--- config.mk ---
export PLATFORM = sky130hd
export DESIGN_NAME = lfsc_relabel_flat
export DESIGN_NICKNAME = d
export VERILOG_FILES = /design/src/rtl/core/lfsc_pkg.sv /design/src/rtl/core/lfsc_ifs.sv /design/src/rtl/core/lfsc_relabel.sv /design/src/flat_wrapper.sv
export SDC_FILE = /design/constraint.sdc
export NUM_CORES = 1
export LEC_CHECK = 0
export ABC_CLOCK_PERIOD_IN_PS = 2950
export BUFFER_PORTS_ARGS = -buffer_cell sky130_fd_sc_hd__buf_2
export CORE_UTILIZATION = 50
export DETAILED_ROUTE_END_ITERATION = 12
export GPL_ROUTABILITY_DRIVEN = 0
export PLACE_DENSITY = 0.81
export REMOVE_ABC_BUFFERS = 1
export SLEW_MARGIN = 20
export SYNTH_ARGS = -nofsm -noshare
export SYNTH_HDL_FRONTEND = slang
export SYNTH_SLANG_ARGS = --single-unit
export TNS_END_PERCENT = 50
--- constraint.sdc ---
create_clock -name clk_i -period 2.95 [get_ports clk_i]
set_clock_uncertainty 0.15 [all_clocks]
set_input_delay 0.59 -clock clk_i [delete_from_list [all_inputs] [get_ports clk_i]]
set_output_delay 0.59 -clock clk_i [all_outputs]
set_load 0.03 [all_outputs]
--- src/rtl/core/lfsc_pkg.sv ---
package lfsc_pkg;

  localparam int LABEL_W         = 12;
  localparam int NEXT_W          = LABEL_W + 1;
  localparam int LABEL_SLOTS_DEF = 4096;
  localparam int EPOCH_W         = 6;

  typedef logic [LABEL_W-1:0] label_t;
  typedef logic [NEXT_W-1:0]  next_t;
  typedef logic [EPOCH_W-1:0] epoch_t;

  localparam label_t LABEL_MAX = '1;
  localparam epoch_t EPOCH_MAX = '1;
  localparam epoch_t EPOCH_ONE = epoch_t'(1);

  // sweep engine status seen by the relabel stage
  typedef struct packed {
    logic busy;
    logic done;
  } sweep_stat_t;

  // epoch 0 is reserved for swept (invalid) entries
  function automatic epoch_t epoch_inc(input epoch_t e);
    epoch_t r;
    if (e == EPOCH_MAX) begin
      r = EPOCH_ONE;
    end else begin
      r = e + EPOCH_ONE;
    end
    return r;
  endfunction

endpackage

--- src/rtl/core/lfsc_ifs.sv ---
interface lfsc_pix_if
  import lfsc_pkg::*;
  ();
  logic   valid;
  logic   ready;
  label_t old_label;
  logic   start_of_video;

  modport source (output valid, output old_label, output start_of_video, input ready);
  modport sink   (input valid, input old_label, input start_of_video, output ready);
endinterface

interface lfsc_lab_if
  import lfsc_pkg::*;
  ();
  logic   valid;
  logic   ready;
  label_t compact_label;
  logic   first_seen;
  logic   overflow;

  modport source (output valid, output compact_label, output first_seen, output overflow,
                  input ready);
  modport sink   (input valid, input compact_label, input first_seen, input overflow,
                  output ready);
endinterface

--- src/rtl/core/lfsc_relabel.sv ---
module lfsc_relabel
  import lfsc_pkg::*;
#(
  parameter int LABEL_SLOTS = LABEL_SLOTS_DEF,
  parameter int AW          = $clog2(LABEL_SLOTS)
) (
  input  logic          clk_i,
  input  logic          rst_ni,
  input  logic          cfg_we_i,
  input  label_t        cfg_wdata_i,
  lfsc_pix_if.sink      pix_i,
  lfsc_lab_if.source    lab_o,
  input  sweep_stat_t   stat_i,
  output logic          sweep_req_o,
  output logic          rd_en_o,
  output logic [AW-1:0] rd_addr_o,
  input  epoch_t        rd_tag_i,
  input  label_t        rd_label_i,
  output logic          wr_en_o,
  output logic [AW-1:0] wr_addr_o,
  output epoch_t        wr_tag_o,
  output label_t        wr_label_o
);

  logic          s1_valid_q, s1_valid_d;
  label_t        s1_label_q;
  logic          s1_sov_q;
  epoch_t        epoch_q;
  next_t         next_q, next_d;
  label_t        start_q;
  logic          swept_q, swept_d;
  logic          fwd_en_q;
  logic [AW-1:0] fwd_addr_q;
  label_t        fwd_label_q;
  logic          out_valid_q, out_valid_d;
  label_t        out_label_q, out_label_d;
  logic          out_first_q, out_first_d;
  logic          out_ovf_q, out_ovf_d;

  logic          in_accept;
  logic          in_range;
  logic [AW-1:0] s1_addr;
  logic          wrap_wait;
  logic          s1_adv;
  logic          fwd_hit;
  logic          hit;
  label_t        hit_label;
  epoch_t        cur_epoch;
  next_t         base_next;
  logic          do_write;

  assign in_range  = 32'(s1_label_q) < 32'(LABEL_SLOTS);
  assign s1_addr   = AW'(s1_label_q);

  // the epoch is about to wrap: old tags must be swept before this item moves on
  assign wrap_wait = s1_valid_q && s1_sov_q && (epoch_q == EPOCH_MAX) && !swept_q;
  assign s1_adv    = s1_valid_q && (!out_valid_q || lab_o.ready) && !stat_i.busy && !wrap_wait;

  assign pix_i.ready = !stat_i.busy && (!s1_valid_q || s1_adv);
  assign in_accept   = pix_i.valid && pix_i.ready;
  assign sweep_req_o = wrap_wait && !stat_i.busy;

  assign rd_en_o   = in_accept;
  assign rd_addr_o = AW'(pix_i.old_label);

  // the previous item's write lands on the same edge as this item's read
  assign fwd_hit   = fwd_en_q && (fwd_addr_q == s1_addr);
  assign hit       = !s1_sov_q && (fwd_hit || (rd_tag_i == epoch_q));
  assign hit_label = fwd_hit ? fwd_label_q : rd_label_i;
  assign cur_epoch = s1_sov_q ? epoch_inc(epoch_q) : epoch_q;
  assign base_next = s1_sov_q ? {1'b0, start_q} : next_q;

  always_comb begin
    next_d      = base_next;
    do_write    = 1'b0;
    out_label_d = LABEL_MAX;
    out_first_d = 1'b0;
    out_ovf_d   = 1'b0;
    if (!in_range) begin
      out_ovf_d = 1'b1;
    end else if (hit) begin
      out_label_d = hit_label;
    end else begin
      out_first_d = 1'b1;
      do_write    = 1'b1;
      if (base_next[NEXT_W-1]) begin
        out_ovf_d = 1'b1;
      end else begin
        out_label_d = base_next[LABEL_W-1:0];
        next_d      = base_next + next_t'(1);
      end
    end
  end

  assign wr_en_o    = s1_adv && do_write;
  assign wr_addr_o  = s1_addr;
  assign wr_tag_o   = cur_epoch;
  assign wr_label_o = out_label_d;

  always_comb begin
    s1_valid_d = s1_valid_q;
    if (s1_adv) begin
      s1_valid_d = 1'b0;
    end
    if (in_accept) begin
      s1_valid_d = 1'b1;
    end
  end

  always_comb begin
    swept_d = swept_q;
    if (s1_adv || !s1_valid_q) begin
      swept_d = 1'b0;
    end else if (stat_i.done) begin
      swept_d = 1'b1;
    end
  end

  always_comb begin
    out_valid_d = out_valid_q;
    if (s1_adv) begin
      out_valid_d = 1'b1;
    end else if (lab_o.ready) begin
      out_valid_d = 1'b0;
    end
  end

  always_ff @(posedge clk_i or negedge rst_ni) begin
    if (!rst_ni) begin
      s1_valid_q  <= 1'b0;
      epoch_q     <= EPOCH_ONE;
      next_q      <= '0;
      start_q     <= '0;
      swept_q     <= 1'b0;
      fwd_en_q    <= 1'b0;
      out_valid_q <= 1'b0;
    end else begin
      s1_valid_q  <= s1_valid_d;
      swept_q     <= swept_d;
      out_valid_q <= out_valid_d;
      if (cfg_we_i) begin
        start_q <= cfg_wdata_i;
      end
      if (s1_adv) begin
        epoch_q  <= cur_epoch;
        next_q   <= next_d;
        fwd_en_q <= do_write;
      end
    end
  end

  always_ff @(posedge clk_i) begin
    if (in_accept) begin
      s1_label_q <= pix_i.old_label;
      s1_sov_q   <= pix_i.start_of_video;
    end
    if (s1_adv) begin
      fwd_addr_q  <= s1_addr;
      fwd_label_q <= out_label_d;
      out_label_q <= out_label_d;
      out_first_q <= out_first_d;
      out_ovf_q   <= out_ovf_d;
    end
  end

  assign lab_o.valid         = out_valid_q;
  assign lab_o.compact_label = out_label_q;
  assign lab_o.first_seen    = out_first_q;
  assign lab_o.overflow      = out_ovf_q;

endmodule

--- src/flat_wrapper.sv ---
// flat-port wrapper written by rule: the top's interface ports become plain ports
module lfsc_relabel_flat import lfsc_pkg::*;
#(
  parameter int LABEL_SLOTS = LABEL_SLOTS_DEF,
  parameter int AW          = $clog2(LABEL_SLOTS)
)
  (clk_i, rst_ni, cfg_we_i, cfg_wdata_i, stat_i, sweep_req_o, rd_en_o, rd_addr_o, rd_tag_i, rd_label_i, wr_en_o, wr_addr_o, wr_tag_o, wr_label_o, pix_i_valid, pix_i_old_label, pix_i_start_of_video, pix_i_ready, lab_o_valid, lab_o_compact_label, lab_o_first_seen, lab_o_overflow, lab_o_ready);
  lfsc_pix_if pix_i_i ();
  lfsc_lab_if lab_o_i ();
  input  logic clk_i;
  input  logic rst_ni;
  input  logic cfg_we_i;
  input  label_t cfg_wdata_i;
  input  sweep_stat_t stat_i;
  output logic sweep_req_o;
  output logic rd_en_o;
  output logic [AW-1:0] rd_addr_o;
  input  epoch_t rd_tag_i;
  input  label_t rd_label_i;
  output logic wr_en_o;
  output logic [AW-1:0] wr_addr_o;
  output epoch_t wr_tag_o;
  output label_t wr_label_o;
  input wire logic [$bits(pix_i_i.valid)-1:0] pix_i_valid;
  input wire logic [$bits(pix_i_i.old_label)-1:0] pix_i_old_label;
  input wire logic [$bits(pix_i_i.start_of_video)-1:0] pix_i_start_of_video;
  output wire logic [$bits(pix_i_i.ready)-1:0] pix_i_ready;
  output wire logic [$bits(lab_o_i.valid)-1:0] lab_o_valid;
  output wire logic [$bits(lab_o_i.compact_label)-1:0] lab_o_compact_label;
  output wire logic [$bits(lab_o_i.first_seen)-1:0] lab_o_first_seen;
  output wire logic [$bits(lab_o_i.overflow)-1:0] lab_o_overflow;
  input wire logic [$bits(lab_o_i.ready)-1:0] lab_o_ready;
  assign pix_i_i.valid = pix_i_valid;
  assign pix_i_i.old_label = pix_i_old_label;
  assign pix_i_i.start_of_video = pix_i_start_of_video;
  assign pix_i_ready = pix_i_i.ready;
  assign lab_o_valid = lab_o_i.valid;
  assign lab_o_compact_label = lab_o_i.compact_label;
  assign lab_o_first_seen = lab_o_i.first_seen;
  assign lab_o_overflow = lab_o_i.overflow;
  assign lab_o_i.ready = lab_o_ready;
  lfsc_relabel #(.LABEL_SLOTS(LABEL_SLOTS), .AW(AW)) u_core (.clk_i(clk_i), .rst_ni(rst_ni), .cfg_we_i(cfg_we_i), .cfg_wdata_i(cfg_wdata_i), .pix_i(pix_i_i), .lab_o(lab_o_i), .stat_i(stat_i), .sweep_req_o(sweep_req_o), .rd_en_o(rd_en_o), .rd_addr_o(rd_addr_o), .rd_tag_i(rd_tag_i), .rd_label_i(rd_label_i), .wr_en_o(wr_en_o), .wr_addr_o(wr_addr_o), .wr_tag_o(wr_tag_o), .wr_label_o(wr_label_o));
endmodule
Word level (Yosys, flattened, before mapping):

Cells that the tools add are included.

* add/subtract/negate cells: 2
* equality and inequality tests: 3
* multiplexer cells: 16
* reductions and logical operators: 24

Operators with widths (count)
* two-way mux 13 bit: 3
* two-way mux 12 bit: 3
* adder 13 x 1 -> 13 bit, second input constant: 1
* equality test 12 bit: 1
* logical AND 1 bit: 12
* two-way mux 6 bit: 2
* two-way mux 1 bit: 8
* adder 6 x 1 -> 6 bit, second input constant: 1
* equality test 6 bit: 1
* equality test 6 bit, second input constant: 1
* zero test 1 bit: 6
* nonzero test 2 bit: 3
* logical OR 1 bit: 3

* register bits after elaboration: 74
* bits of input ports: 50
* output and inout bits: 61
* logic and storage cells: 58

Longest topological paths before layout:

Gate-level depths: netlist of the first run.

* word-level depth: 9
* depth in mapped cells: 9
* gate-level depth less buffers: 8

Worst setup path after synthesis of the first run:

No wires, ideal clock.

* path type: reg-to-output
* from: register u_core.epoch_q[1]
* to: output rd_en_o
* arrival: 2.474 ns
* data required time: 2.210 ns
* setup slack: -0.264 ns
* cell stages (with the launch flop): 8
* buffers on the path: 2
* cell sequence: dfrtp_1 -> ha_1 -> nand4_1 -> nor3_1 -> a21o_1 -> buf_2 -> buf_2 -> a21oi_1

* cells in the longest elaborated chain, start to end: 8

Ends and longest elaborated chain
* start: declaration: RTL line lfsc_relabel.sv:28 `epoch_t epoch_q;`
* start signal: assignment: RTL line lfsc_relabel.sv:145 `epoch_q <= cur_epoch;`
* equality test 6 bit: RTL line lfsc_relabel.sv:56 `assign wrap_wait = s1_valid_q && s1_sov_q && (epoch_q == EPOCH_MAX) && !swept_q;`
* logical AND 1 bit (2 in a row): RTL line lfsc_relabel.sv:56
* zero test 1 bit: RTL line lfsc_relabel.sv:57 `assign s1_adv = s1_valid_q && (!out_valid_q || lab_o.ready) && !stat_i.busy && !wrap_wait;`
* logical AND 1 bit: RTL line lfsc_relabel.sv:57
* logical OR 1 bit: RTL line lfsc_relabel.sv:59 `assign pix_i.ready = !stat_i.busy && (!s1_valid_q || s1_adv);`
* logical AND 1 bit: RTL line lfsc_relabel.sv:59
* logical AND 1 bit: RTL line lfsc_relabel.sv:60 `assign in_accept = pix_i.valid && pix_i.ready;`
* end: declaration: RTL line flat_wrapper.sv:16 `output logic rd_en_o;`

Every way passes these cells.

Worst setup path after layout of the first run:

* from: register u_core.s1_label_q[2], in the netlist u_core.wr_addr_o[2]
* to: output wr_label_o[0]

* cells in the longest elaborated chain, start to end: 5
* elaborated cells between the ends (all ways): 6
* classes of those cells: eq/ne: 1; mux: 2; reduce/logical: 3

Ends and longest elaborated chain
* start: declaration: RTL line lfsc_relabel.sv:26 `label_t s1_label_q;`
* start signal: assignment: RTL line lfsc_relabel.sv:154 `s1_label_q <= pix_i.old_label;`
* equality test 12 bit (*): RTL line lfsc_relabel.sv:67 `assign fwd_hit = fwd_en_q && (fwd_addr_q == s1_addr);`
* logical AND 1 bit (*): RTL line lfsc_relabel.sv:67
* logical OR 1 bit: RTL line lfsc_relabel.sv:68 `assign hit = !s1_sov_q && (fwd_hit || (rd_tag_i == epoch_q));`
* logical AND 1 bit: RTL line lfsc_relabel.sv:68
* two-way mux 12 bit (*): RTL line lfsc_relabel.sv:81 `end else if (hit) begin`
* end: declaration: RTL line flat_wrapper.sv:23 `output label_t wr_label_o;`

Mark *: on every way between the ends. The rest lies on a longest branch, timed or not.

==> results of run 1 <==
## power by group
group	internal (W)	total, W	switching, W
clock network	0.000396	0.000793	0.000397
registers	0.00130	0.00147	0.000170
logic	0.000497	0.00122	0.000725
## final cells by class
cell class,count,share of cell area [%]
sequential,74,41.23
clock buffer,9,2.494
timing repair buffer,138,17.68
tap,99,2.494
clock inverter,7,1.486
inverter,9,0.7305
multi-input combinational,215,33.88
## repair_timing
action | in CTS | in global routing
endpoints found under the setup margin | 14 | 15
pin swaps | 12 | 18
gates resized for setup | 33 | 25
hold buffers | 0 | 0
buffers inserted | 10 | 7
cloned | 1 | 0
## state kept, by name, indices dropped and copies added, names as in the netlist, 6 cells and up
register	flops
u_core.epoch_q	6
u_core.fwd_label_q	12
u_core.next_q	13
u_core.wr_addr_o	12
u_core.fwd_addr_q	12
u_core.start_q	12
## worst paths after layout
check / endpoint / slack [ns] / startpoint
min in group clk_i: u_core.s1_sov_q$_DFFE_PP_ / 0.27 / pix_i_start_of_video
hold / removal: u_core.epoch_q[2]$_DFFE_PN0P_ / 0.17 / rst_ni
hold reg to reg: u_core.fwd_addr_q[7]$_DFFE_PP_ / 0.35 / u_core.wr_addr_o[7]$_DFFE_PP_
max in group asynchronous: u_core.start_q[1]$_DFFE_PN0P_ / 1.95 / rst_ni
setup reg to reg: u_core.next_q[11]$_DFFE_PN0P_ / 0.38 / u_core.s1_sov_q$_DFFE_PP_
setup / recovery: wr_label_o[0] / -0.09 / u_core.wr_addr_o[2]$_DFFE_PP_
## cells by family (layout without fill, tap and decap cells)
logic type | after synthesis | in the layout
AND/OR/NAND/NOR | 101 | 101
adder cells (fa/ha/maj) | 3 | 3
AO/OA/AOI/OAI | 60 | 60
flip-flops | 74 | 74
multiplexers | 26 | 26
XOR/XNOR | 25 | 25
buffers and inverters | 36 | 163
## metal layers
| layer | GRT usage, % | share of wire (%) | vias up |
|---|---|---|---|
| met5 | 0 | 0 | - |
| met4 | 10.41 | 1.9 | 0 |
| met3 | 4.571 | 5.3 | 17 |
| met2 | 40.21 | 51 | 121 |
| met1 | 28.15 | 42 | 1459 |
| li1 | - | - | 1445 |
## synth_stat cells (all sizes together), types with 3 or more instances
cell	number	area, µm²
nor2	9	33.78
a21oi	8	40.04
edfxtp	39	1171
nor3	7	35.03
mux2i	9	90.09
o311ai	3	26.28
nand3	6	35.03
mux2	17	191.4
inv	9	33.78
o31ai	8	65.06
nand2	47	176.4
and2	3	18.77
o21ai	5	25.02
xnor2	21	183.9
a31oi	5	31.28
a21boi	3	22.52
and4	3	26.28
nand2b	4	27.53
xor2	4	35.03
nand4	9	56.30
dfrtp	34	850.8
a32oi	10	87.58
ha	3	37.54
buf	26	171.4
## cell usage in the layout, fill, tap and decap left out, types with 6 or more instances in the layout
master and n:
clkbuf_8 9, buf_2 97, buf_4 25, mux2_2 17, dfrtp_1 34, inv_1 8, xnor2_1 20, nor3_1 6
o31ai_1 6, nand4_1 9, nand2_1 43, mux2i_1 9, buf_6 12, a32oi_2 6, a21oi_1 7, nor2_1 9
edfxtp_1 39
## per-stage QoR
stage	std cells	hold slack [ns]	total power [W]	cell area (µm²)
finish	551	0.1710	0.003488	4967
global route	551	0.2308	0.003672	4967
CTS	544	0.1991	0.003432	4771
detailed placement	517	0.3278	0.002563	4372
global placement	517	0.3075	0.002513	4372
floorplan	298	0.1444	0.002199	3592
## critical path, delay by kind of cell, from the launching register on
kind	cells	cell delay (ns)
simple gates	2	0.76
xor+xnor	1	0.20
flops	1	0.42
compound gates	2	0.26
buf+inv	2	0.32
==> impl_metrics.ini, run 1 <==
[routing]
ant_nets = 0
drc = 0
drt_iter0_drc = 214
viasPerCell = 5.521
wl_per_cell_um = 16.48
wirelength_mm = 9.083
num_vias = 3042
drtPass1Iterations = 4

[floorplanning]
die-width_um = 88.80
pin_count = 111
die_h_um = 88.80
coreArea_um2 = 7253
start_util_pct = 51.94
std_cell_rows = 31
dieArea_um2 = 7885

[run]
maxCapViolCount = 0

[setup_path]
critPathKind = flip-flop to output pin
end_kind = output pin
crit_fanout = 5
crit_top_cell = buf_6
max_stage_delay_ns = 0.63
required_ns = 2.21
worstPathArrival_ns = 2.30
cp_cell_sequence = xnor2_1, nand3_2, or4_4, buf_6, a211oi_2, a21oi_2, buf_6
worstRegToRegCells = 7
slowest_stage = or4_4
start_kind = flip-flop

[cts]
clockBufferDepth = 2
htreeDepth = 3
clkTransAtPathRegs_ns = 0.08
cts_tree = done
cts-root-buf = clkbuf_8
numCtsBuffers = 9
clkLatencyLatePin_ns = 0.35
numClockSinks = 74

[sta]
worst_slew_pin_slew_ns = 0.8193
setup_viol = 13
maxSlewHeadroom_pct = 45.38
fin_setup_tns_ns = -0.8448
drv_slew = 0
fin_ws_ns = -0.09480
period_share_pct = 103.2
grt_setup_unrepaired = true
period_minus_slack_ns = 3.045
finalHoldViolCount = 0
max_freq_mhz = 328.4

[outcome]
status = finished with violations
violations = setup timing

[layout]
multi_input_area_um2 = 1683
diodes = 0
utilization_pct = 68.48
fillerInstances = 548
nets = 500
drive_above_1_share_pct = 44.47
regArea_um2 = 2048
synthToLayoutAreaGrowth_pct = 31.85

[synth]
synth_flop_cell = edfxtp_1
synth.area.mux_share_pct = 7.473
synth_xor_area_share_pct = 5.812
synth_edf_count = 39
syn_area_um2 = 3767
syn_avg_cell_area_um2 = 11.59
syn_inst = 325
synth_top_family_by_area = simple AND/OR/NAND/NOR gates
synth_compound_area_share_pct = 11.99
synthSimpleGateAreaFrac_pct = 13.82
ys_warn_count = 0
yosysUniqueCellTypes = 62
ys_ff_latch = 74
yosysSeqAreaShare_pct = 54.37
synthArstFlopShare_pct = 47.30
yosys.area_share.adder_pct = 0.9963

[placed_design]
port_buffers = 110
hpwlAfterDp_mm = 6.242
pre_cts_slack_ns = 0.04097

[grt]
antenna_found_initial = 0
grt_pass1_vias = 2973
grt_remaining_overflow = 0
grt_pass1_wl_mm = 13.67
grt_max_degree = 36
track_usage_pct = 23.24

[power]
leakage_nw = 2.097
vdd_drop_max_mv = 0.4229
power_density_nw_per_um2 = 702.1

[hold_path]
hold_path.class = input pin to async pin
(Power assumes the default switching activity.)
==> run 2, diff against run 1 <==
--- a/config.mk
+++ b/config.mk
@@ -6,11 +6,12 @@
 export NUM_CORES = 1
 export LEC_CHECK = 0
 export ABC_CLOCK_PERIOD_IN_PS = 2950
-export BUFFER_PORTS_ARGS = -buffer_cell sky130_fd_sc_hd__buf_2
 export CORE_UTILIZATION = 50
 export DETAILED_ROUTE_END_ITERATION = 12
+export DONT_BUFFER_PORTS = 1
 export GPL_ROUTABILITY_DRIVEN = 0
-export PLACE_DENSITY = 0.81
+export PLACE_DENSITY = 0.68
+export RECOVER_POWER = 25
 export REMOVE_ABC_BUFFERS = 1
 export SLEW_MARGIN = 20
 export SYNTH_ARGS = -nofsm -noshare
==> impl_metrics.ini, run 2 (synthesis gave the netlist of run 1 again) <==
[sta]
worst_slew_pin_slew_ns = 1.636
fin_setup_tns_ns = -0.9599
grt_setup_unrepaired = true
drv_slew = 36
fin_ws_ns = -0.1170
period_minus_slack_ns = 3.067
setup_viol = 12
finalHoldViolCount = 0
max_freq_mhz = 326.1
period_share_pct = 104.0
maxSlewHeadroom_pct = -9.060

[layout]
diodes = 0
final-instance-count-excl-fill = 459
largest_reg_flops = 13
fillerInstances = 597
nets = 408
final_cell_mix = nand2_1 (44), edfxtp_1 (39), dfrtp_1 (34)
drive_above_1_share_pct = 25.56
largest_register = u_core.next_q
synthToLayoutAreaGrowth_pct = 18.90
layout_commonest_cell = nand2_1

[power]
switching_share_pct = 37.33
power.share.clock_pct = 24.6
power_density_nw_per_um2 = 747.4
power_frac_seq_pct = 45.3
leakage_nw = 1.686
power.switching_w = 0.001250
internal_power_w = 0.002098
vdd_drop_max_mv = 0.5675
p_comb_share_pct = 30.1

[cts]
numClockSinks = 74
clkLatencyLatePin_ns = 0.35
clkTransAtPathRegs_ns = 0.09
clockBufferDepth = 2
htreeDepth = 3
cts_tree = done
numCtsBuffers = 9
cts-root-buf = clkbuf_8

[outcome]
violations = capacitance limit, slew limit, setup timing
status = finished with violations

[placed_design]
hpwlAfterDp_mm = 5.820
port_buffers = 0
dp.cells = 431

[floorplanning]
die_h_um = 88.80
pin_count = 111
std_cell_rows = 31
start_util_pct = 51.94
die-width_um = 88.80
coreArea_um2 = 7253
dieArea_um2 = 7885

[grt]
grt_max_degree = 36
grt_pass1_vias = 2607
grt_pass1_wl_mm = 12.97
antenna_found_initial = 0
track_usage_pct = 22.65
grt_remaining_overflow = 0

[routing]
num_vias = 2697
viasPerCell = 5.876
ant_nets = 0
wl_per_cell_um = 18.86
wirelength_mm = 8.659
drc = 0
drt_iter0_drc = 197
drtPass1Iterations = 4

[run]
maxCapViolCount = 1

[hold_path]
hold_path.class = input pin to flip-flop

[setup_path]
worstPathArrival_ns = 2.33
start_kind = flip-flop
end_kind = output pin
crit_fanout = 6
critPathKind = flip-flop to output pin
required_ns = 2.21
==> run 2: cell count changes in the layout (fill, tap and decap cells not counted), moves of 3 or more <==
cell,delta
a32oi_2,-6
clkbuf_1,+11
a32oi_1,+3
buf_2,-97
a32oi_4,+3
buf_6,-9
==> run 2: final timing paths <==
path,start,end,slack (ns),depth (start not counted)
max,u_core.wr_addr_o[6]$_DFFE_PP_,wr_label_o[11],-0.12,6
min,pix_i_old_label[11],u_core.wr_addr_o[11]$_DFFE_PP_,0.18,0
max reg2reg,u_core.s1_sov_q$_DFFE_PP_,u_core.next_q[11]$_DFFE_PN0P_,0.46,7
min reg2reg,u_core.next_q[8]$_DFFE_PN0P_,u_core.next_q[8]$_DFFE_PN0P_,0.34,2
max in group asynchronous,rst_ni,u_core.start_q[1]$_DFFE_PN0P_,0.54,2
min in group asynchronous,rst_ni,u_core.next_q[11]$_DFFE_PN0P_,1.15,2
==> run 2: critical path: stages, from the launching register on <==
cell and delay [ns]:
edfxtp_1 0.42, xnor2_1 0.17, nand4_1 0.23, or4_4 0.64, nand2_1 0.14, nand3_2 0.09, a31o_4 0.29
==> run 2: power by group through the flow <==
stage / clock network [W] / logic [W] / registers (W)
floorplan: 0 / 0.000668 / 0.00153
global placement: 0 / 0.000909 / 0.00153
detailed placement: 0 / 0.000926 / 0.00154
CTS: 0.000844 / 0.000998 / 0.00151
global route: 0.000887 / 0.00109 / 0.00154
finish: 0.000822 / 0.00101 / 0.00152
==> run 2: metrics by stage <==
stage / power, W / instance area [µm²] / worst slack, ns / util (%) / hold WS [ns]
finish: 0.003348 / 4479 / -0.1170 / 61.76 / 0.1841
global route: 0.003520 / 4479 / -0.2700 / 61.76 / 0.1582
CTS: 0.003356 / 4469 / -0.1152 / 61.62 / 0.1709
detailed placement: 0.002461 / 4005 / -0.04565 / 55.22 / 0.1453
global placement: 0.002439 / 4005 / 0.01031 / 55.22 / 0.1454
floorplan: 0.002199 / 3592 / -0.5733 / - / 0.1444
==> run 2: cell type report <==
class,count,area (µm²),share of cell area [%]
Sequential cell,74,2048,45.73
Tap cell,99,123.9,2.765
Inverter,9,33.78,0.7542
Clock buffer,9,123.9,2.765
Timing Repair Buffer,46,355.3,7.933
Multi-Input combinational cell,215,1710,38.18
Clock inverter,7,83.83,1.872
==> run 2: repair_timing <==
item	in CTS	in global routing
buffers inserted	9	1
hold endpoints to repair	35	0
gates resized for setup	26	9
cloned	0	0
pin swaps	15	9
setup endpoints to repair	14	15
hold buffers	2	0
==> run 2: routing by layer <==
layer  GRT usage [%]  share of wire (%)
met2           36.15                 48
met1           28.77                 41
met4           7.918                1.3
met5               0                  0
met3           7.836                 10
==> run 3, diff against run 2 <==
==> constraint.sdc (replaced) <==
create_clock -name clk_i -period 2.95 [get_ports clk_i]
set_clock_uncertainty 0.15 [all_clocks]
set_input_delay 0.59 -clock clk_i [delete_from_list [all_inputs] [get_ports clk_i]]
set_output_delay 0.59 -clock clk_i [all_outputs]
set_load 0.02 [all_outputs]
==> impl_metrics.ini, run 3 (synthesis gave the netlist of run 1 again) <==
[layout]
nets = 415
final_cell_mix = nand2_1 (46), edfxtp_1 (39), buf_4 (35)
diodes = 0
drive_above_1_share_pct = 26.16
largest_register = u_core.next_q
synthToLayoutAreaGrowth_pct = 17.27
utilization_pct = 60.91
largest_reg_flops = 13
layout_commonest_cell = nand2_1

[power]
internal_power_w = 0.002083
total_power_w = 0.003255
power_density_nw_per_um2 = 736.7
power.share.clock_pct = 25.9
power_frac_seq_pct = 46.1
vdd_drop_max_mv = 0.4673
power.switching_w = 0.001171
leakage_nw = 1.704
switching_share_pct = 35.99
p_comb_share_pct = 28.0

[sta]
fin_ws_ns = -0.06339
period_share_pct = 102.1
worst_slew_pin_slew_ns = 2.016
period_minus_slack_ns = 3.013
grt_setup_unrepaired = true
setup_viol = 12
maxSlewHeadroom_pct = -34.41
drv_slew = 36
max_freq_mhz = 331.9
finalHoldViolCount = 0

[outcome]
status = finished with violations
violations = capacitance limit, slew limit, setup timing

[hold_path]
min_from = pix_i_old_label[7]
hold_path.class = input pin to flip-flop

[floorplanning]
die-width_um = 88.80
std_cell_rows = 31
die_h_um = 88.80
coreArea_um2 = 7253
dieArea_um2 = 7885
pin_count = 111
start_util_pct = 51.94

[placed_design]
port_buffers = 0
pre_cts_slack_ns = 0.03011
hpwlAfterDp_mm = 6.009

[cts]
clkTransAtPathRegs_ns = 0.09
numCtsBuffers = 9
htreeDepth = 3
numClockSinks = 74
clkLatencyLatePin_ns = 0.35
cts-root-buf = clkbuf_8
cts_tree = done
clockBufferDepth = 2

[setup_path]
worstPathArrival_ns = 2.27
ff2ff_setup_slack_ns = 0.26
end_kind = output pin
startpoint = u_core.fwd_addr_q[6]$_DFFE_PP_
crit_fanout = 6
start_kind = flip-flop
required_ns = 2.21
slowest_stage = edfxtp_1
critPathKind = flip-flop to output pin
rr_startpoint = u_core.s1_sov_q$_DFFE_PP_
max_stage_delay_ns = 0.41
crit_top_cell = buf_4
cp_cell_sequence = xnor2_1, nand4_1, buf_4, nor4_4, buf_4, o31ai_4, a32oi_1, buf_4

[routing]
drc = 0
viasPerCell = 6.064
wirelength_mm = 8.898
wl_per_cell_um = 19.09
ant_nets = 0
drt_iter0_drc = 215
drtPass1Iterations = 5
num_vias = 2826

[grt]
grt_pass1_wl_mm = 13.64
track_usage_pct = 23.35
grt_pass1_vias = 2771
grt_max_degree = 36
antenna_found_initial = 0
grt_remaining_overflow = 0

[run]
maxCapViolCount = 1
## run 3: cell count changes in the layout (fill, tap and decap cells not counted), moves of 2 or more
cell,change
buf_4,+8
nand2_1,+2
a32oi_4,-6
a32oi_1,+6
xnor2_2,+2
xnor2_1,-2
nand2_2,-2
## run 3: worst max-delay path, delay by kind of cell (launching register included)
family,cells,cell delay [ns]
xor gates and xnor gates,1,0.17
DFF,1,0.41
buffers and inverters,3,0.57
and+or+nand+nor,2,0.43
AOI/OAI and AO/OA,2,0.32
## run 3: area by class of cell
type                            count  area, µm²
Fill cell                         605       2835
Sequential cell                    74       2048
Multi-Input combinational cell    216       1633
Timing Repair Buffer               52      371.6
Clock buffer                        9      123.9
Tap cell                           99      123.9
Clock inverter                      7      83.83
Inverter                            9      33.78
## run 3: path summary, 6_finish.rpt
check,end,cells after the start
max in group asynchronous,u_core.next_q[12]$_DFFE_PN0P_,2
min in group asynchronous,u_core.fwd_en_q$_DFFE_PN0P_,2
worst max register to register,u_core.next_q[11]$_DFFE_PN0P_,7
worst min-delay path,u_core.wr_addr_o[7]$_DFFE_PP_,0
worst max-delay path,wr_label_o[9],8
worst min register to register,u_core.next_q[8]$_DFFE_PN0P_,2
## run 3: layer usage
layer / GRT usage, % / wire (µm) / part of all wire (%) / vias to the layer above
met5: 0 / 0 / 0 / -
met4: 6.158 / 110 / 1.2 / 0
met3: 7.369 / 887 / 10 / 14
met2: 38.46 / 4317 / 49 / 168
met1: 29.90 / 3581 / 40 / 1370
li1: - / - / - / 1274
## run 3: power by group through the flow
stage	combinational (W)	clock [W]	sequential, W
2_1_floorplan	0.000593	0	0.00150
5_1_grt	0.000986	0.000901	0.00153
6_report	0.000910	0.000843	0.00150
3_3_place_gp	0.000829	0	0.00151
4_1_cts	0.000906	0.000856	0.00150
3_5_place_dp	0.000852	0	0.00152
## run 3: what timing repair did
item                                   in CTS  in global routing
hold buffers                                2                  0
endpoints found under the hold margin      35                  0
resized for setup                          18                  4
cloned                                      1                  0
pin swaps                                  16                  9
setup buffers                              11                  1
setup endpoints to repair                  13                 15
## run 3: per-stage QoR
| step | TNS, ns | instance area [µm²] | hold slack (ns) | instances |
|---|---|---|---|---|
| final | -0.4237 | 4418 | 0.1747 | 466 |
| after global routing | -5.319 | 4418 | 0.1573 | 466 |
| after CTS | -0.5732 | 4447 | 0.1649 | 465 |
| after global placement | 0 | 4023 | 0.1454 | 435 |
| after detailed placement | 0 | 4023 | 0.1451 | 435 |
| after floorplan | -17.13 | 3592 | 0.1444 | 298 |
